File: config.mk
export PLATFORM = sky130hd
export DESIGN_NAME = rmq_fifo
export DESIGN_NICKNAME = d
export VERILOG_FILES = /design/src/hw/rtl/rmq_fifo.sv
export VERILOG_INCLUDE_DIRS = /design/src /design/src/hw/rtl
export SDC_FILE = /design/constraint.sdc
export NUM_CORES = 1
export LEC_CHECK = 0
export ABC_AREA = 1
export BUFFER_PORTS_ARGS = -buffer_cell sky130_fd_sc_hd__buf_2
export CAP_MARGIN = 20
export CORE_MARGIN = 3
export CORE_UTILIZATION = 44
export DETAILED_ROUTE_END_ITERATION = 10
export GPL_ROUTABILITY_DRIVEN = 0
export PLACE_DENSITY = 0.68
export SYNTH_ARGS = -nofsm -noshare
export SYNTH_HDL_FRONTEND = slang
export SYNTH_SLANG_ARGS = --single-unit
export TNS_END_PERCENT = 1
File: constraint.sdc
create_clock -name clk_i -period 1.2 [get_ports clk_i]
set_clock_uncertainty 0.05 [all_clocks]
set_input_delay 0 -clock clk_i [delete_from_list [all_inputs] [get_ports clk_i]]
set_output_delay 0 -clock clk_i [all_outputs]
set_load 0.01 [all_outputs]
File: src/hw/rtl/assert_macros.svh
// Assertion macros shared by the conversion RTL.
// Self-contained; compiles to nothing when SYNTHESIS is defined.
`ifndef ASSERT_MACROS_SVH
`define ASSERT_MACROS_SVH
`ifndef SYNTHESIS
`define RMQ_ASSERT(lbl, clk, rst_n, prop) \
  lbl: assert property (@(posedge clk) disable iff (!rst_n) prop) \
    else $error("rmq assertion failed");
`define RMQ_ASSERT_RST(lbl, clk, prop) \
  lbl: assert property (@(posedge clk) prop) \
    else $error("rmq reset assertion failed");
`else
`define RMQ_ASSERT(lbl, clk, rst_n, prop)
`define RMQ_ASSERT_RST(lbl, clk, prop)
`endif
`endif

File: src/hw/rtl/rmq_fifo.sv
// Short item queue between front and back end.
// Depends on assert_macros.svh.
`default_nettype none
`include "assert_macros.svh"
module rmq_fifo #(
  parameter int unsigned WIDTH = 8,
  parameter int unsigned DEPTH = 2,
  localparam int unsigned AW = (DEPTH > 1) ? $clog2(DEPTH) : 1,
  localparam int unsigned CW = $clog2(DEPTH + 1)
) (
  input  logic             clk_i,
  input  logic             rst_ni,
  input  logic             valid_i,
  output logic             ready_o,
  input  logic [WIDTH-1:0] data_i,
  output logic             valid_o,
  input  logic             ready_i,
  output logic [WIDTH-1:0] data_o
);
  logic [WIDTH-1:0] mem_q [DEPTH];
  logic [AW-1:0]    wr_ptr_q, rd_ptr_q;
  logic [CW-1:0]    count_q;
  logic             push, pop;

  assign ready_o = (count_q != CW'(DEPTH));
  assign valid_o = (count_q != '0);
  assign push    = valid_i && ready_o;
  assign pop     = valid_o && ready_i;
  assign data_o  = mem_q[rd_ptr_q];

  always_ff @(posedge clk_i or negedge rst_ni) begin
    if (!rst_ni) begin
      wr_ptr_q <= '0;
      rd_ptr_q <= '0;
      count_q  <= '0;
    end else begin
      if (push) begin
        wr_ptr_q <= (wr_ptr_q == AW'(DEPTH - 1)) ? '0 : wr_ptr_q + 1'b1;
      end
      if (pop) begin
        rd_ptr_q <= (rd_ptr_q == AW'(DEPTH - 1)) ? '0 : rd_ptr_q + 1'b1;
      end
      if (push && !pop) begin
        count_q <= count_q + 1'b1;
      end else if (pop && !push) begin
        count_q <= count_q - 1'b1;
      end
    end
  end

  always_ff @(posedge clk_i) begin
    if (push) begin
      mem_q[wr_ptr_q] <= data_i;
    end
  end

  `RMQ_ASSERT(a_count_range, clk_i, rst_ni, count_q <= CW'(DEPTH))
  `RMQ_ASSERT(a_full_blocks, clk_i, rst_ni, (count_q == CW'(DEPTH)) |-> !ready_o)
  `RMQ_ASSERT(a_push_grows, clk_i, rst_ni, (push && !pop) |=> (count_q == $past(count_q) + 1'b1))
endmodule
`default_nettype wire

==> metrics.yaml, run 1 <==
placed_area_sq_um: 1050
timing.final.ws_setup_ns: -0.108
initial_utilization_pct: 47.4
tightest_slew_ns: 0.244
place_ws_ns: -0.0972
wl_met3_um: 36
synthTopCellsByArea: "edfxtp_1 (58%), nand2_1 (14%), dfrtp_1 (12%)"
syn-num-nets: 83
yosysWarnings: 0
vias_per_cell: 4.40
synth-seq-area-share_pct: 70.2
yosysTopAreaCell: "edfxtp_1"
drt_iter0_markers: 9
r2r_slack_ns: -0.11
relSlewSlack_pct: 83.8
synth-seq-cells: 20
synth_common_cells: "nand2_1 (30), edfxtp_1 (16), dfrtp_1 (4), inv_1 (4), inv_2 (3)"
drc: 0
multiInputGateArea_sq_um: 231
startpoint_type: "flop"
ant_nets: 0
rsz0062_at_grt: "yes"
core_sq_um: 1750
path_class: "reg -> reg"
end_kind: "flop"
clk_pin_slew_ns: 0.11
syn_area_sq_um: 827
met2_length_um: 880
reg2reg_depth: 8
async_reset_ff_share_pct: 20.0
dp_hpwl_mm: 1.07
antenna_found_initial: 0
dpl.cell_count: 122
synth_edf_count: 16
die_x_um: 49.4
drive_gt1_share_pct: 43.0
synth_ff_type: "edfxtp_1"
hold_start: "valid_i"
p_leak_nw: 0.569
synth_top_area_share_pct: 58.1
die_h_um: 49.4
highest_layer: "met4"
postSynthAreaPerCell_sq_um: 11.8
synth_cells: 70
pwr_density_cell_nw_per_um2: 2360
grtUsageTotal_pct: 14.1
holdPathStages: 5
syn_to_final_growth_pct: 50.1
io_pins: 22
wl_met1_um: 668
worst_ep_required_time_ns: 1.34
slew_violations: 0
final-seq-area_sq_um: 582
drt_pass1_iterations: 4
timing.rr.end: "count_q[1]"
hold_viol_final: 0
grt_max_degree: 13
grt_overflow: 0
cp.arrival_ns: 1.45
yosysMostFrequentCell: "nand2_1"
status: "finished with violations"
vdd_ir_drop_max_v: 0.00157
finalSetupViolations: 26
io_buffers: 21
diodes: 0
hp-class: "in -> reg"
cts_sinks: 20
wl_mm: 1.60
grt_pass1_wl_mm: 2.56
die_area_sq_um: 2440
cts-htree-levels: 1
yosysUniqueCellTypes: 14
cts_buffer_depth: 2
clock_latency_ns: 0.29
power_w: 0.00293
fin_crit_ns: 1.31
violations: "negative setup slack"
r2r-start: "count_q[0]"
rows: 15
fillCellCount: 126
finalInstanceArea_sq_um: 1240
nets: 128
timing.fmax_mhz: 764
finalNonFillerCells: 139
cts_tree: "yes"
cts_buffers: 3
wire_per_inst_um: 11.5
root_buffer: "clkbuf_4"
vias: 612
period_share_pct: 109
grt_pass1_vias: 662
worstPathMaxFanout: 4
hold_end: "count_q[0]"
drv_cap: 0
cell usage in the layout (no fill, tap or decap), types with 3 or more instances in the layout:
cell | synthesis | routed
dlygate4sd3_1 | 0 | 11
dfrtp_1 | 4 | 3
inv_2 | 3 | 5
nand2_1 | 30 | 30
edfxtp_1 | 16 | 16
buf_2 | 0 | 20
buf_4 | 0 | 6
clkbuf_4 | 0 | 3
state kept, by name, indices dropped and copies added (netlist names):
name / flops
mem_q: 16
wr_ptr_q: 1
rd_ptr_q: 1
count_q: 2
worst max path at each step:
stage / depth (start not counted) / slack, ns / startpoint / end
after global routing: 9 / -0.16 / count_q[0] / count_q[1]
final: 8 / -0.11 / count_q[0] / count_q[1]
after global placement: 8 / -0.05 / count_q[1] / count_q[1]
after CTS: 9 / -0.1 / count_q[0] / count_q[1]
after detailed placement: 9 / -0.1 / count_q[0] / count_q[1]
after floorplan: 9 / -0.07 / count_q[0] / count_q[1]
layer usage:
layer | track usage (%) | vias up
met5 | 0 | -
met4 | 8.06 | 0
met3 | 2.75 | 2
met2 | 25.4 | 12
met1 | 15.0 | 287
li1 | - | 311
power breakdown:
part           leakage (nW)  switching, W  internal (W)
registers             0.195      0.000112      0.000970
logic                 0.346      0.000691      0.000624
clock network        0.0279      0.000192      0.000337
total                 0.569      0.000996       0.00193
per-stage QoR:
step / hold slack [ns] / setup TNS, ns / utilization [%]
CTS: 0.128 / -1.14 / 70.4
detailed placement: -0.237 / -0.0972 / 60.0
global route: 0.139 / -2.16 / 71.1
floorplan: -0.346 / -0.553 / -
finish: 0.148 / -0.856 / 71.1
global placement: -0.236 / -0.0477 / 60.0
timing repair:
action | in CTS | in global routing
hold buffers | 11 | 0
pin swaps | 2 | 0
gates resized for setup | 2 | 2
setup buffers | 1 | 1
hold endpoints to repair | 21 | 0
setup endpoints to repair | 27 | 28
layout make-up:
type / count / share of cell area [%]
clock inverters: 1 / 2.42
clock buffers: 3 / 1.81
inverters: 7 / 2.12
multi-input cells: 42 / 18.6
repair buffers: 41 / 25.6
flip-flops and latches: 20 / 46.9
well taps: 25 / 2.52
worst max-delay path: stages, from the launching register on:
cell and delay [ns]:
dfrtp_1 0.41, inv_2 0.10, nand2_4 0.06, nand2_4 0.09, inv_2 0.05, ha_4 0.27, inv_2 0.04, nand4_1 0.08
nand2_1 0.06
kinds of logic after synthesis:
family / synth area share [%]
fa+ha+maj: 1.51
buf+inv: 4.54
flops: 70.2
xor+xnor: 3.03
simple gates: 20.7
(Power assumes the default switching activity.)
==> inputs of run 2 (changes only) <==
--- a/config.mk
+++ b/config.mk
@@ -10,10 +10,10 @@
 export BUFFER_PORTS_ARGS = -buffer_cell sky130_fd_sc_hd__buf_2
 export CAP_MARGIN = 20
 export CORE_MARGIN = 3
-export CORE_UTILIZATION = 44
+export CORE_UTILIZATION = 30
 export DETAILED_ROUTE_END_ITERATION = 10
 export GPL_ROUTABILITY_DRIVEN = 0
-export PLACE_DENSITY = 0.68
+export PLACE_DENSITY_LB_ADDON = 0.12
 export SYNTH_ARGS = -nofsm -noshare
 export SYNTH_HDL_FRONTEND = slang
 export SYNTH_SLANG_ARGS = --single-unit
==> metrics.yaml, run 2 (same netlist as run 1, synthesis figures left out) <==
grt_overflow: 0
cts-htree-levels: 1
cts_sinks: 20
diodes: 0
largest_register: "mem_q"
die_x_um: 58.5
core_sq_um: 2540
timing.fmax_mhz: 769
drv_cap: 0
drive_gt1_share_pct: 47.9
fillCellCount: 245
dp_hpwl_mm: 1.10
clk_pin_slew_ns: 0.11
die_h_um: 58.5
grt_max_degree: 12
p_leak_nw: 0.578
cts_tree: "yes"
io_buffers: 21
vias_per_cell: 4.27
drt_pass1_iterations: 3
grt_pass1_wl_mm: 2.61
placed_area_sq_um: 1050
whs_ns: 0.102
violations: "negative setup slack"
multiInputGateArea_sq_um: 241
timing.setup.tns_ns: -0.984
pwr_density_cell_nw_per_um2: 2190
worstPathMaxFanout: 4
nets: 133
drc: 0
vias: 636
rsz0062_at_grt: "yes"
root_buffer: "clkbuf_4"
relSlewSlack_pct: 86.5
clock_latency_ns: 0.29
wl_mm: 1.59
final_common_cell: "nand2_1"
cts_buffer_depth: 2
hold_viol_final: 0
vdd_ir_drop_max_v: 0.00114
startpoint_type: "flop"
end_kind: "flop"
io_pins: 22
r2r_slack_ns: -0.10
timing.final.ws_setup_ns: -0.100
cts_buffers: 3
place_ws_ns: -0.0769
largest_reg_flops: 16
layout_common_cells: "nand2_1 (26), buf_2 (20), edfxtp_1 (16)"
grt_pass1_vias: 653
period_share_pct: 108
worst_ep_required_time_ns: 1.17
final-seq-area_sq_um: 582
fin_crit_ns: 1.30
antenna_found_initial: 0
slew_violations: 0
finalInstanceArea_sq_um: 1250
hp-class: "in -> reg"
syn_to_final_growth_pct: 51.4
top_regs: "mem_q (16), count_q (2)"
drt_iter0_markers: 18
finalSetupViolations: 14
cp.arrival_ns: 1.27
rows: 18
grtUsageTotal_pct: 10.4
status: "finished with violations"
ant_nets: 0
tightest_slew_ns: 0.203
path_class: "reg -> reg"
die_area_sq_um: 3420
initial_utilization_pct: 32.5
wire_per_inst_um: 10.7
power_w: 0.00274
run 2: changes by cell type in the layout (fill, tap and decap cells not counted), sizes merged:
| cell | delta |
|---|---|
| buf | +5 |
| bufinv | -1 |
| clkinv | +1 |
run 2: metal layers:
| layer | up-vias | part of all wire (%) | routed length, um | track usage (%) |
|---|---|---|---|---|
| met4 | 0 | 0 | 0 | 5.96 |
| met5 | - | 0 | 0 | 0 |
| met1 | 296 | 41 | 647 | 11.3 |
| li1 | 323 | - | - | - |
| met3 | 0 | 5.5 | 87 | 2.19 |
| met2 | 17 | 54 | 856 | 18.5 |
run 2: stage by stage:
| stage | utilization (%) | std cells |
|---|---|---|
| after floorplan | - | 70 |
| after global placement | 41.3 | 130 |
| after detailed placement | 41.3 | 130 |
| after CTS | 48.0 | 147 |
| after global routing | 49.2 | 149 |
| final | 49.2 | 149 |
run 2: cell type report:
class / instances / area share [%]
multi-input cells: 42 / 19.3
repair buffers: 46 / 26.7
clock buffers: 3 / 1.80
clock inverters: 1 / 0.300
flip-flops and latches: 20 / 46.5
inverters: 7 / 2.50
well taps: 30 / 3.00
run 2: power breakdown:
part	leakage, nW	switching (W)	internal (W)	total (W)
clock network	0.0154	0.000197	0.000121	0.000318
logic	0.367	0.000675	0.000654	0.00133
registers	0.195	0.000127	0.000970	0.00110
run 2: timing repair:
action / in CTS / in global routing
hold buffers: 11 / 0
pin swaps: 2 / 4
buffers inserted: 2 / 2
endpoints found under the hold margin: 21 / 0
resized for setup: 6 / 5
setup endpoints to repair: 13 / 25
run 2: critical path: stages (launching register included):
cell and delay [ns]:
dfrtp_1 0.44, nand2_4 0.10, nand2_4 0.07, buf_4 0.13, nor2_2 0.09, buf_4 0.15
run 2: path summary, 6_finish.rpt:
check,from,to,cells after the start
max in group asynchronous,rst_ni,rd_ptr_q,3
min reg2reg,count_q[1],count_q[1],2
max,count_q[1],mem_q[1][7],5
min in group asynchronous,rst_ni,wr_ptr_q,3
max reg2reg,count_q[1],mem_q[1][7],5
min,valid_i,count_q[0],5
