===== src/hw/rtl/assert_macros.svh =====
// Assertion macros shared by the conversion RTL.
// Self-contained; compiles to nothing when SYNTHESIS is defined.
`ifndef ASSERT_MACROS_SVH
`define ASSERT_MACROS_SVH
`ifndef SYNTHESIS
`define RMQ_ASSERT(lbl, clk, rst_n, prop) \
  lbl: assert property (@(posedge clk) disable iff (!rst_n) prop) \
    else $error("rmq assertion failed");
`define RMQ_ASSERT_RST(lbl, clk, prop) \
  lbl: assert property (@(posedge clk) prop) \
    else $error("rmq reset assertion failed");
`else
`define RMQ_ASSERT(lbl, clk, rst_n, prop)
`define RMQ_ASSERT_RST(lbl, clk, prop)
`endif
`endif


===== src/hw/rtl/rmq_pkg.sv =====
// Shared types and defaults for the rotation matrix to quaternion block.
// No dependencies.
`default_nettype none
package rmq_pkg;
  localparam int unsigned DataWidthDef = 18;
  localparam int unsigned FracBitsDef  = 16;
  localparam int unsigned QueueDepth   = 2;

  typedef enum logic [1:0] {
    SEL_W = 2'd0,
    SEL_X = 2'd1,
    SEL_Y = 2'd2,
    SEL_Z = 2'd3
  } rmq_sel_e;

  typedef struct packed {
    rmq_sel_e sel;
    logic     invalid;
  } rmq_ctrl_t;
endpackage
`default_nettype wire


===== src/hw/rtl/rmq_front.sv =====
// Front end: forms the four diagonal terms, picks the largest, builds s and
// the three off-diagonal pairs. Depends on rmq_pkg.
`default_nettype none
module rmq_front #(
  parameter int unsigned DW = rmq_pkg::DataWidthDef,
  parameter int unsigned FB = rmq_pkg::FracBitsDef,
  localparam int unsigned TW = DW + 2,
  localparam int unsigned SW = ((DW + 2 > FB + 1) ? DW + 2 : FB + 1) + 1,
  localparam int unsigned PW = DW + 1
) (
  input  logic                  clk_i,
  input  logic                  rst_ni,
  input  logic                  valid_i,
  output logic                  ready_o,
  input  logic signed [DW-1:0]  e11_i,
  input  logic signed [DW-1:0]  e12_i,
  input  logic signed [DW-1:0]  e13_i,
  input  logic signed [DW-1:0]  e21_i,
  input  logic signed [DW-1:0]  e22_i,
  input  logic signed [DW-1:0]  e23_i,
  input  logic signed [DW-1:0]  e31_i,
  input  logic signed [DW-1:0]  e32_i,
  input  logic signed [DW-1:0]  e33_i,
  output logic                  valid_o,
  input  logic                  ready_i,
  output rmq_pkg::rmq_ctrl_t    ctrl_o,
  output logic signed [SW-1:0]  s_o,
  output logic signed [PW-1:0]  pa_o,
  output logic signed [PW-1:0]  pb_o,
  output logic signed [PW-1:0]  pc_o
);
  import rmq_pkg::*;

  logic signed [TW-1:0] t0, t1, t2, t3, best;
  logic signed [SW-1:0] s_d, s_q;
  rmq_sel_e             sel;
  rmq_ctrl_t            ctrl_d, ctrl_q;
  logic signed [PW-1:0] d23m, d31m, d12m, s12p, s31p, s23p;
  logic signed [PW-1:0] pa_d, pb_d, pc_d, pa_q, pb_q, pc_q;
  logic                 v_q;

  assign t0 = TW'(e11_i) + TW'(e22_i) + TW'(e33_i);
  assign t1 = TW'(e11_i) - TW'(e22_i) - TW'(e33_i);
  assign t2 = TW'(e22_i) - TW'(e11_i) - TW'(e33_i);
  assign t3 = TW'(e33_i) - TW'(e11_i) - TW'(e22_i);

  assign d23m = PW'(e23_i) - PW'(e32_i);
  assign d31m = PW'(e31_i) - PW'(e13_i);
  assign d12m = PW'(e12_i) - PW'(e21_i);
  assign s12p = PW'(e12_i) + PW'(e21_i);
  assign s31p = PW'(e31_i) + PW'(e13_i);
  assign s23p = PW'(e23_i) + PW'(e32_i);

  always_comb begin
    best = t0;
    sel  = SEL_W;
    if (t1 > best) begin
      best = t1;
      sel  = SEL_X;
    end
    if (t2 > best) begin
      best = t2;
      sel  = SEL_Y;
    end
    if (t3 > best) begin
      best = t3;
      sel  = SEL_Z;
    end
  end

  assign s_d = SW'(best) + (SW'(1) << FB);

  always_comb begin
    ctrl_d.sel     = sel;
    ctrl_d.invalid = (s_d <= 0);
    unique case (sel)
      SEL_W: begin
        pa_d = d23m;
        pb_d = d31m;
        pc_d = d12m;
      end
      SEL_X: begin
        pa_d = d23m;
        pb_d = s12p;
        pc_d = s31p;
      end
      SEL_Y: begin
        pa_d = d31m;
        pb_d = s12p;
        pc_d = s23p;
      end
      SEL_Z: begin
        pa_d = d12m;
        pb_d = s31p;
        pc_d = s23p;
      end
      default: begin
        pa_d = '0;
        pb_d = '0;
        pc_d = '0;
      end
    endcase
  end

  assign ready_o = !v_q || ready_i;

  always_ff @(posedge clk_i or negedge rst_ni) begin
    if (!rst_ni) begin
      v_q <= 1'b0;
    end else if (ready_o) begin
      v_q <= valid_i;
    end
  end

  always_ff @(posedge clk_i) begin
    if (ready_o && valid_i) begin
      ctrl_q <= ctrl_d;
      s_q    <= s_d;
      pa_q   <= pa_d;
      pb_q   <= pb_d;
      pc_q   <= pc_d;
    end
  end

  assign valid_o = v_q;
  assign ctrl_o  = ctrl_q;
  assign s_o     = s_q;
  assign pa_o    = pa_q;
  assign pb_o    = pb_q;
  assign pc_o    = pc_q;
endmodule
`default_nettype wire


===== config.mk =====
export PLATFORM = sky130hd
export DESIGN_NAME = rmq_front
export DESIGN_NICKNAME = d
export VERILOG_FILES = /design/src/hw/rtl/assert_macros.svh /design/src/hw/rtl/rmq_pkg.sv /design/src/hw/rtl/rmq_front.sv
export SDC_FILE = /design/constraint.sdc
export NUM_CORES = 1
export LEC_CHECK = 0
export CAP_MARGIN = 20
export CELL_PAD_IN_SITES_DETAIL_PLACEMENT = 2
export CELL_PAD_IN_SITES_GLOBAL_PLACEMENT = 2
export CORE_ASPECT_RATIO = 1.1
export CORE_UTILIZATION = 40
export CTS_CLUSTER_DIAMETER = 200
export DETAILED_ROUTE_END_ITERATION = 7
export DONT_BUFFER_PORTS = 1
export PLACE_DENSITY_LB_ADDON = 0.1
export SETUP_SLACK_MARGIN = 0.5
export SLEW_MARGIN = 20
export SYNTH_ARGS = -nofsm -noshare
export SYNTH_HDL_FRONTEND = slang
export SYNTH_SLANG_ARGS = --single-unit

===== constraint.sdc =====
create_clock -name clk_i -period 3.55 [get_ports clk_i]
set_input_delay 0.355 -clock clk_i [delete_from_list [all_inputs] [get_ports clk_i]]
set_output_delay 0.355 -clock clk_i [all_outputs]
set_load 0.03 [all_outputs]

==> metrics.yaml, run 1 <==
syn_area_um2: 15790
portBuffers: 0
ys_top_cells_by_count: "ha_1 (253), inv_1 (232), a21oi_1 (178)"
gp_congestion: 0.8841
synth.avg_cell_area_um2: 8.313
synth_cells: 1900
synth.most_common_cell: "ha_1"
start_util_pct: 40.95
async_reset_ff_share_pct: 1.220
status: "did not finish"
place_hpwl_um: 71900
syn-num-nets: 2398
error: "[ERROR DPL-0033] detailed placement checks failed during check placement."
ys_types: 84
synth_edf_count: 81
lastStage: "detailed placement"
die_w_um: 191.5
die_h_um: 210.4
synth_top_cell_by_area: "ha_1"
yosys_warnings: 0
synth_top_area_share_pct: 20.04
ys_ff_latch: 82
io_pins: 249
synth_area_leaders: "ha_1 (20%), edfxtp_1 (15%), fa_1 (10%)"
row_count: 75
ys_seq_area_share_pct: 15.56
synth-main-ff-cell: "edfxtp_1"
==> cells by family after synthesis <==
logic type	share of synthesized area, %
compound gates	24.51
simple gates	13.86
fa+ha+maj	30.06
buf+inv	6.853
xor+xnor	7.930
flops	15.56
mux	1.228
==> through the flow <==
step | TNS (ns) | area [um2]
after floorplan | -552.95 | 16200
after global placement | -576.88 | 20840
==> run 2, diff against run 1 <==
==> config.mk (replaced) <==
export PLATFORM = sky130hd
export DESIGN_NAME = rmq_front
export DESIGN_NICKNAME = d
export VERILOG_FILES = /design/src/hw/rtl/assert_macros.svh /design/src/hw/rtl/rmq_pkg.sv /design/src/hw/rtl/rmq_front.sv
export SDC_FILE = /design/constraint.sdc
export NUM_CORES = 1
export LEC_CHECK = 0
export CAP_MARGIN = 20
export CORE_UTILIZATION = 25
export DETAILED_ROUTE_END_ITERATION = 7
export DONT_BUFFER_PORTS = 1
export PLACE_DENSITY_LB_ADDON = 0.15
export SLEW_MARGIN = 20
export SYNTH_ARGS = -nofsm -noshare
export SYNTH_HDL_FRONTEND = slang
export SYNTH_SLANG_ARGS = --single-unit
==> run 2 against run 1 <==
  * The flow now finishes, with violations (setup timing)
  * Area after synthesis did not move
  * Synthesized cell count did not move
==> metrics.yaml, run 2 <==
clock_path_buffers: 2
syn-num-nets: 2398
ff2ff_setup_slack_ns: 1.45
placedCellCount: 3254
grt_pass1_wl_um: 89930
die_h_um: 253.3
holdWs_ns: 0.07936
ys_seq_area_share_pct: 15.56
synth.avg_cell_area_um2: 8.313
clock_latency_ns: 0.38
antenna_found_initial: 0
async_reset_ff_share_pct: 1.220
finalSetupTns_ns: -550.01
synth_top_cell_by_area: "ha_1"
maxCapViolations: 0
ant_nets: 0
final-max-slew-violation-count: 0
numCtsBuffers: 9
avgViaCountPerCell: 4.732
synth_area_leaders: "ha_1 (20%), edfxtp_1 (15%), fa_1 (10%)"
synth_top_area_share_pct: 20.04
fin_ws_ns: -7.347
start_util_pct: 25.45
track_usage_pct: 18.11
setup_viol: 81
ys_ff_latch: 82
critical_path_class: "in -> reg"
ys_types: 84
pre_cts_ws_ns: -8.112
wl_per_cell_um: 18.50
drive_above_1_share_pct: 35.00
dieArea_um2: 64180
fin_nets: 2987
first_global_vias: 16046
num_vias: 15763
crit_path_end_kind: "flop"
period_needed_ns: 10.90
row_count: 91
final_cells: 3331
portBuffers: 0
largest_register_ffs: 21
syn_area_um2: 15790
failed_checks: "setup timing"
tritoncts: "yes"
ctsRootBufferMaster: "clkbuf_16"
grt_overflow_total: 0
htreeDepth: 3
grt_max_degree: 40
cp_slowest_cell: "fa_1"
worstHoldStart: "valid_i"
drt_wl_total_um: 61610
die_w_um: 253.3
fin_worst_skew_ns: 0.01777
io_pins: 249
drtIter0Drc: 716
syn_to_final_growth_pct: 50.23
r2r-start: "valid_o$_DFFE_PN0N_"
final.period_utilization_pct: 307.0
gp_congestion: 0.8891
dr.pass1.iters: 5
hold_class: "in -> reg"
layout_commonest_cell: "buf_4"
antennaDiodeCount: 0
coreArea_um2: 62050
tightest_slew_ns: 0.7501
cp_common_cell: "ha_4"
drcViolationCount: 0
synth-main-ff-cell: "edfxtp_1"
relSlewSlack_pct: 49.99
ys_top_cells_by_count: "ha_1 (253), inv_1 (232), a21oi_1 (178)"
rsz0062_at_grt: "yes"
synth.most_common_cell: "ha_1"
fmax_ghz: 0.09177
finalHoldViolCount: 0
path_clk_slew_ns: 0.08
critPathMaxStageDelay_ns: 0.54
critPathLaunchType: "input pin"
synth_edf_count: 81
critPathLaunch: "e33_i[1]"
yosys_warnings: 0
place_hpwl_um: 51540
synth_cells: 1900
cts_sinks: 82
crit_required_ns: 3.77
final_cell_mix: "buf_4 (550), ha_1 (238), inv_1 (221)"
critPathMaxFanout: 8
status: "finished with violations"
cp.arrival_ns: 11.11
run 2: area by class of cell:
class	instances	area, um2
clock inverters	7	76.32
inverters	233	889.6
fillers	6435	38330
multi-input cells	1533	13690
flip-flops and latches	82	2457
clock buffers	9	225.2
repair buffers	630	5344
well taps	837	1047
run 2: final timing paths:
check	end	cells past startpoint
setup / recovery	ctrl_o[0]$_DFFE_PP_	56
hold / removal	valid_o$_DFFE_PN0N_	1
setup reg to reg	s_o[5]$_DFFE_PP_	3
hold reg to reg	valid_o$_DFFE_PN0N_	2
max in group asynchronous	valid_o$_DFFE_PN0N_	1
min in group asynchronous	valid_o$_DFFE_PN0N_	1
run 2: kinds of logic (layout without fill, tap and decap cells):
group | after synthesis | in the layout | share of synthesized area [%]
AOI/OAI and AO/OA | 593 | 593 | 24.51
xor gates and xnor gates | 143 | 143 | 7.930
adders and majority gates | 332 | 332 | 30.06
buffers and inverters | 285 | 879 | 6.853
DFF | 82 | 82 | 15.56
muxes | 17 | 17 | 1.228
and+or+nand+nor | 448 | 448 | 13.86
run 2: layer usage:
metal,up-vias,track usage (%),routed length (um),share of wire (%)
met4,0,4.104,1249,2.0
li1,7909,-,-,-
met3,52,2.241,2717,4.4
met2,324,33.25,31520,51
met1,7478,22.23,26130,42
met5,-,0,0,0
run 2: metrics by stage:
step	util (%)	area, um2
finish	38.24	23730
global route	38.24	23730
CTS	35.46	22000
detailed placement	34.21	21230
global placement	34.21	21230
floorplan	-	16200
run 2: what timing repair did:
action | in CTS | in global routing
setup endpoints to repair | 81 | 81
gates cloned | 0 | 11
pin swaps | 43 | 64
buffers inserted | 12 | 41
endpoints found under the hold margin | 1 | 0
hold buffers | 1 | 0
gates resized for setup | 80 | 229
run 2: critical path: cells and delay by family:
family / cells / cell delay [ns]
adders and majority gates: 7 / 1.85
buffers and inverters: 9 / 0.97
muxes: 1 / 0.27
AOI/OAI and AO/OA: 19 / 3.63
xor gates and xnor gates: 1 / 0.14
and+or+nand+nor: 19 / 3.87
Power of run 2 is not shown: default switching activity piles up to over one toggle a cycle in this logic, so the estimate is an artifact.
==> run 3, diff against run 2 <==
--- a/config.mk
+++ b/config.mk
@@ -5,11 +5,9 @@
 export SDC_FILE = /design/constraint.sdc
 export NUM_CORES = 1
 export LEC_CHECK = 0
-export CAP_MARGIN = 20
-export CORE_UTILIZATION = 25
+export CORE_UTILIZATION = 43
 export DETAILED_ROUTE_END_ITERATION = 7
 export DONT_BUFFER_PORTS = 1
-export PLACE_DENSITY_LB_ADDON = 0.15
 export SLEW_MARGIN = 20
 export SYNTH_ARGS = -nofsm -noshare
 export SYNTH_HDL_FRONTEND = slang
==> run 3 against run 2 <==
  * The run still ends with setup timing left
  * Count of clock-buffer cells in the layout unchanged
  * First-iteration DRC count increased by 6.1%
  * Routed wire length decreased by 14%
  * Flip-flop and latch count unchanged
  * Cell count decreased by 12%
  * Via count increased by 0.41%
  * Worst setup slack improved by 0.11 ns
  * Sequential share of layout area increased by 0.76 points
  * Non-clock buffer count decreased by 40
  * Critical endpoint unchanged
  * Largest cell class unchanged
  * Highest routed layer unchanged
==> metrics.yaml, run 3 (synthesized netlist as in run 2, its figures left out) <==
worstRegToRegCells: 3
failed_checks: "setup timing"
grt_max_degree: 49
finalSetupTns_ns: -532.16
critical_path_class: "in -> reg"
critPathLaunch: "e33_i[1]"
relSlewSlack_pct: 53.18
cts_sinks: 82
period_needed_ns: 10.79
ctsRootBufferMaster: "clkbuf_16"
critPathLaunchType: "input pin"
ff2ff_setup_slack_ns: 1.36
clock_path_buffers: 2
setup_viol: 81
io_pins: 249
status: "finished with violations"
crit_path_end_kind: "flop"
clock_latency_ns: 0.35
row_count: 69
drtIter0Drc: 760
layout_commonest_cell: "buf_4"
tightest_slew_ns: 0.7024
rsz0062_at_grt: "yes"
final-max-slew-violation-count: 0
finalHoldViolCount: 0
final.period_utilization_pct: 304.0
fillCellCount: 3112
avgViaCountPerCell: 5.428
tritoncts: "yes"
grt_pass1_wl_um: 84090
num_vias: 15827
drcViolationCount: 0
holdWs_ns: 0.1211
drive_above_1_share_pct: 31.32
final_core_util_pct: 61.67
hold_class: "in -> reg"
wl_per_cell_um: 18.18
fin_nets: 2948
critPathMaxStageDelay_ns: 0.54
final_cell_mix: "buf_4 (564), ha_1 (244), inv_1 (227)"
critPathMaxFanout: 8
htreeDepth: 3
fmax_ghz: 0.09266
crit_family: "simple AND/OR/NAND/NOR gates"
cp.arrival_ns: 11.00
first_global_vias: 16337
antenna_found_initial: 0
dr.pass1.iters: 5
die_w_um: 193.7
fin_ws_ns: -7.242
die_h_um: 193.7
path_clk_slew_ns: 0.07
grt_overflow_total: 0
maxCapViolations: 0
antennaDiodeCount: 0
dieArea_um2: 37500
worstPathBufferInverterCount: 8
endpoint: "ctrl_o[0]$_DFFE_PP_"
coreArea_um2: 35830
cp_slowest_cell: "fa_1"
syn_to_final_growth_pct: 39.90
fin_worst_skew_ns: 0.007079
track_usage_pct: 27.87
ant_nets: 0
crit_required_ns: 3.76
largest_register_ffs: 21
start_util_pct: 44.08
place_hpwl_um: 44310
r2r_end: "ctrl_o[2]$_DFFE_PP_"
r2r-start: "valid_o$_DFFE_PN0N_"
numCtsBuffers: 9
gp_congestion: 0.9540
portBuffers: 0
worst-path-stages: 56
drt_wl_total_um: 53020
run 3: changes by cell type in the layout (fill, tap and decap cells not counted), moves of 7 or more:
| cell | delta |
|---|---|
| nand2_2 | -8 |
| buf_12 | -13 |
| nand2_1 | +13 |
| buf_6 | -32 |
| o21ai_0 | +8 |
| clkbuf_16 | -7 |
| a221oi_1 | +8 |
| buf_4 | +14 |
run 3: per-layer routing:
layer,global-route usage [%],vias to the layer above,part of all wire (%)
met2,53.46,393,52
met4,6.874,0,2.2
li1,-,7855,-
met3,2.418,62,3.7
met1,33.09,7517,42
met5,0,-,0
run 3: cell type report:
type                       count  area, um2  area share, %
clock buffer                   9      225.2          1.019
timing repair buffer         590       4609          20.86
multi-input combinational   1534      13270          60.06
tap                          461      576.8          2.610
inverter                     233      889.6          4.026
clock inverter                 7      67.56         0.3058
sequential                    82       2457          11.12
run 3: worst min path at each step:
stage               cells after the start     from                   to
global route                            1  valid_i  valid_o$_DFFE_PN0N_
global placement                        0   rst_ni  valid_o$_DFFE_PN0N_
CTS                                     1  valid_i  valid_o$_DFFE_PN0N_
finish                                  1  valid_i  valid_o$_DFFE_PN0N_
floorplan                               0   rst_ni  valid_o$_DFFE_PN0N_
detailed placement                      0   rst_ni  valid_o$_DFFE_PN0N_
run 3: timing repair:
| item | 4_1_cts | 5_1_grt |
|---|---|---|
| gates cloned | 2 | 1 |
| buffers inserted | 19 | 13 |
| pin swaps | 52 | 47 |
| hold buffers | 1 | 0 |
| endpoints found under the setup margin | 81 | 81 |
| endpoints found under the hold margin | 1 | 0 |
| gates resized for setup | 127 | 50 |
run 3: per-stage QoR:
step	worst slack, ns	cell area, um2	instances
floorplan	-7.527	16200	1900
global placement	-7.544	20570	2864
detailed placement	-7.866	20570	2864
CTS	-7.168	21680	2902
global route	-7.702	22100	2916
finish	-7.242	22100	2916
Power of run 3 is left out for the same reason.
==> run 4, diff against run 3 <==
--- a/config.mk
+++ b/config.mk
@@ -8,6 +8,7 @@
 export CORE_UTILIZATION = 43
 export DETAILED_ROUTE_END_ITERATION = 7
 export DONT_BUFFER_PORTS = 1
+export SKIP_LAST_GASP = 1
 export SLEW_MARGIN = 20
 export SYNTH_ARGS = -nofsm -noshare
 export SYNTH_HDL_FRONTEND = slang
==> run 4 against run 3 <==
  * The run still ends with setup timing left
  * Sequential share of layout area rose by 0.087 points
  * Global-route usage is 0.13 points lower
  * Count of clock-buffer cells in the layout stayed put
  * Critical path depth fell by 1
  * Die area is the same
==> metrics.yaml, run 4 (synthesized netlist as in run 2, its figures left out) <==
drtIter0Drc: 757
whs_path_depth: 1
track_usage_pct: 27.74
layout_commonest_cell: "buf_4"
antenna_found_initial: 0
crit_required_ns: 3.76
rsz0062_at_grt: "yes"
worstHoldStart: "valid_i"
cp.arrival_ns: 10.92
clock_latency_ns: 0.35
die_w_um: 193.7
tightest_slew_ns: 0.7481
hold_class: "in -> reg"
ant_nets: 0
numCtsBuffers: 9
fin_ws_ns: -7.158
maxCapViolations: 0
drive_above_1_share_pct: 30.91
drt_wl_total_um: 52650
place_hpwl_um: 44310
path_clk_slew_ns: 0.07
final.period_utilization_pct: 301.6
coreArea_um2: 35830
dr.pass1.iters: 5
syn_to_final_growth_pct: 38.82
crit_path_end_kind: "flop"
tritoncts: "yes"
final-max-slew-violation-count: 0
num_vias: 15776
row_count: 69
final_cell_mix: "buf_4 (566), ha_1 (244), inv_1 (227)"
r2r-start: "valid_o$_DFFE_PN0N_"
antennaDiodeCount: 0
drcViolationCount: 0
critPathLaunch: "e33_i[1]"
dieArea_um2: 37500
cts_sinks: 82
io_pins: 249
first_global_vias: 16250
setup_viol: 81
worstRegToRegCells: 3
ctsRootBufferMaster: "clkbuf_16"
failed_checks: "setup timing"
critPathMaxStageDelay_ns: 0.54
fin_nets: 2945
grt_max_degree: 49
multi_input_comb_area_um2: 13150
grt_pass1_wl_um: 83780
largest_register_ffs: 21
holdWs_ns: 0.1252
relSlewSlack_pct: 49.70
fillCellCount: 3134
critPathMaxFanout: 8
placedCellCount: 2864
avgViaCountPerCell: 5.416
grt_overflow_total: 0
ff_latch_area_um2: 2457
wl_per_cell_um: 18.07
cp_common_cell: "a21o_1"
status: "finished with violations"
final_core_util_pct: 61.19
critPathLaunchType: "input pin"
final_cells: 2913
gp_congestion: 0.9540
htreeDepth: 3
cp_slowest_cell: "fa_1"
die_h_um: 193.7
start_util_pct: 44.08
fmax_ghz: 0.09339
period_needed_ns: 10.71
portBuffers: 0
finalHoldViolCount: 0
clock_path_buffers: 2
fin_worst_skew_ns: 0.006899
critical_path_class: "in -> reg"
## run 4: cell count changes in the layout (fill, tap and decap cells not counted), moves of 4 or more
cell | previous run | this run
buf_6 | 15 | 11
a221oi_2 | 13 | 22
a221oi_1 | 12 | 7
a221oi_4 | 12 | 8
## run 4: worst paths after layout
check | end | slack [ns]
max | ctrl_o[0]$_DFFE_PP_ | -7.16
min | valid_o$_DFFE_PN0N_ | 0.13
max reg2reg | ctrl_o[2]$_DFFE_PP_ | 1.36
min reg2reg | valid_o$_DFFE_PN0N_ | 1.02
max in group asynchronous | valid_o$_DFFE_PN0N_ | 3.24
min in group asynchronous | valid_o$_DFFE_PN0N_ | 0.21
## run 4: per-layer routing
metal / vias to the layer above / global-route usage (%) / wire, um
li1: 7837 / - / -
met1: 7492 / 33.06 / 22160
met2: 396 / 53.28 / 27530
met3: 51 / 2.400 / 1994
met4: 0 / 6.370 / 956
met5: - / 0 / 0
## run 4: worst max-delay path, delay by kind of cell
family,cells,cell delay [ns]
compound gates,21,3.58
xor+xnor,1,0.13
fa+ha+maj,7,1.99
buf+inv,7,0.68
mux,2,0.52
simple gates,17,3.65
## run 4: timing repair
action	CTS	global route
hold endpoints to repair	1	0
buffers inserted	19	11
hold buffers	1	0
resized for setup	99	55
endpoints found under the setup margin	81	81
gates cloned	2	0
pin swaps	50	36
## run 4: through the flow
stage | setup WS [ns] | TNS, ns | instance area (um2)
floorplan | -7.527 | -552.95 | 16200
global placement | -7.544 | -563.01 | 20570
detailed placement | -7.866 | -585.23 | 20570
CTS | -7.168 | -526.86 | 21550
global route | -7.636 | -572.67 | 21920
finish | -7.158 | -536.20 | 21920
## run 4: layout make-up
class,instances,area share (%)
clock buffers,9,1.027
clock inverters,7,0.3082
repair buffers,587,20.78
flip-flops and latches,82,11.21
multi-input cells,1534,59.99
well taps,461,2.631
inverters,233,4.058
Power of run 4 is left out for the same reason.
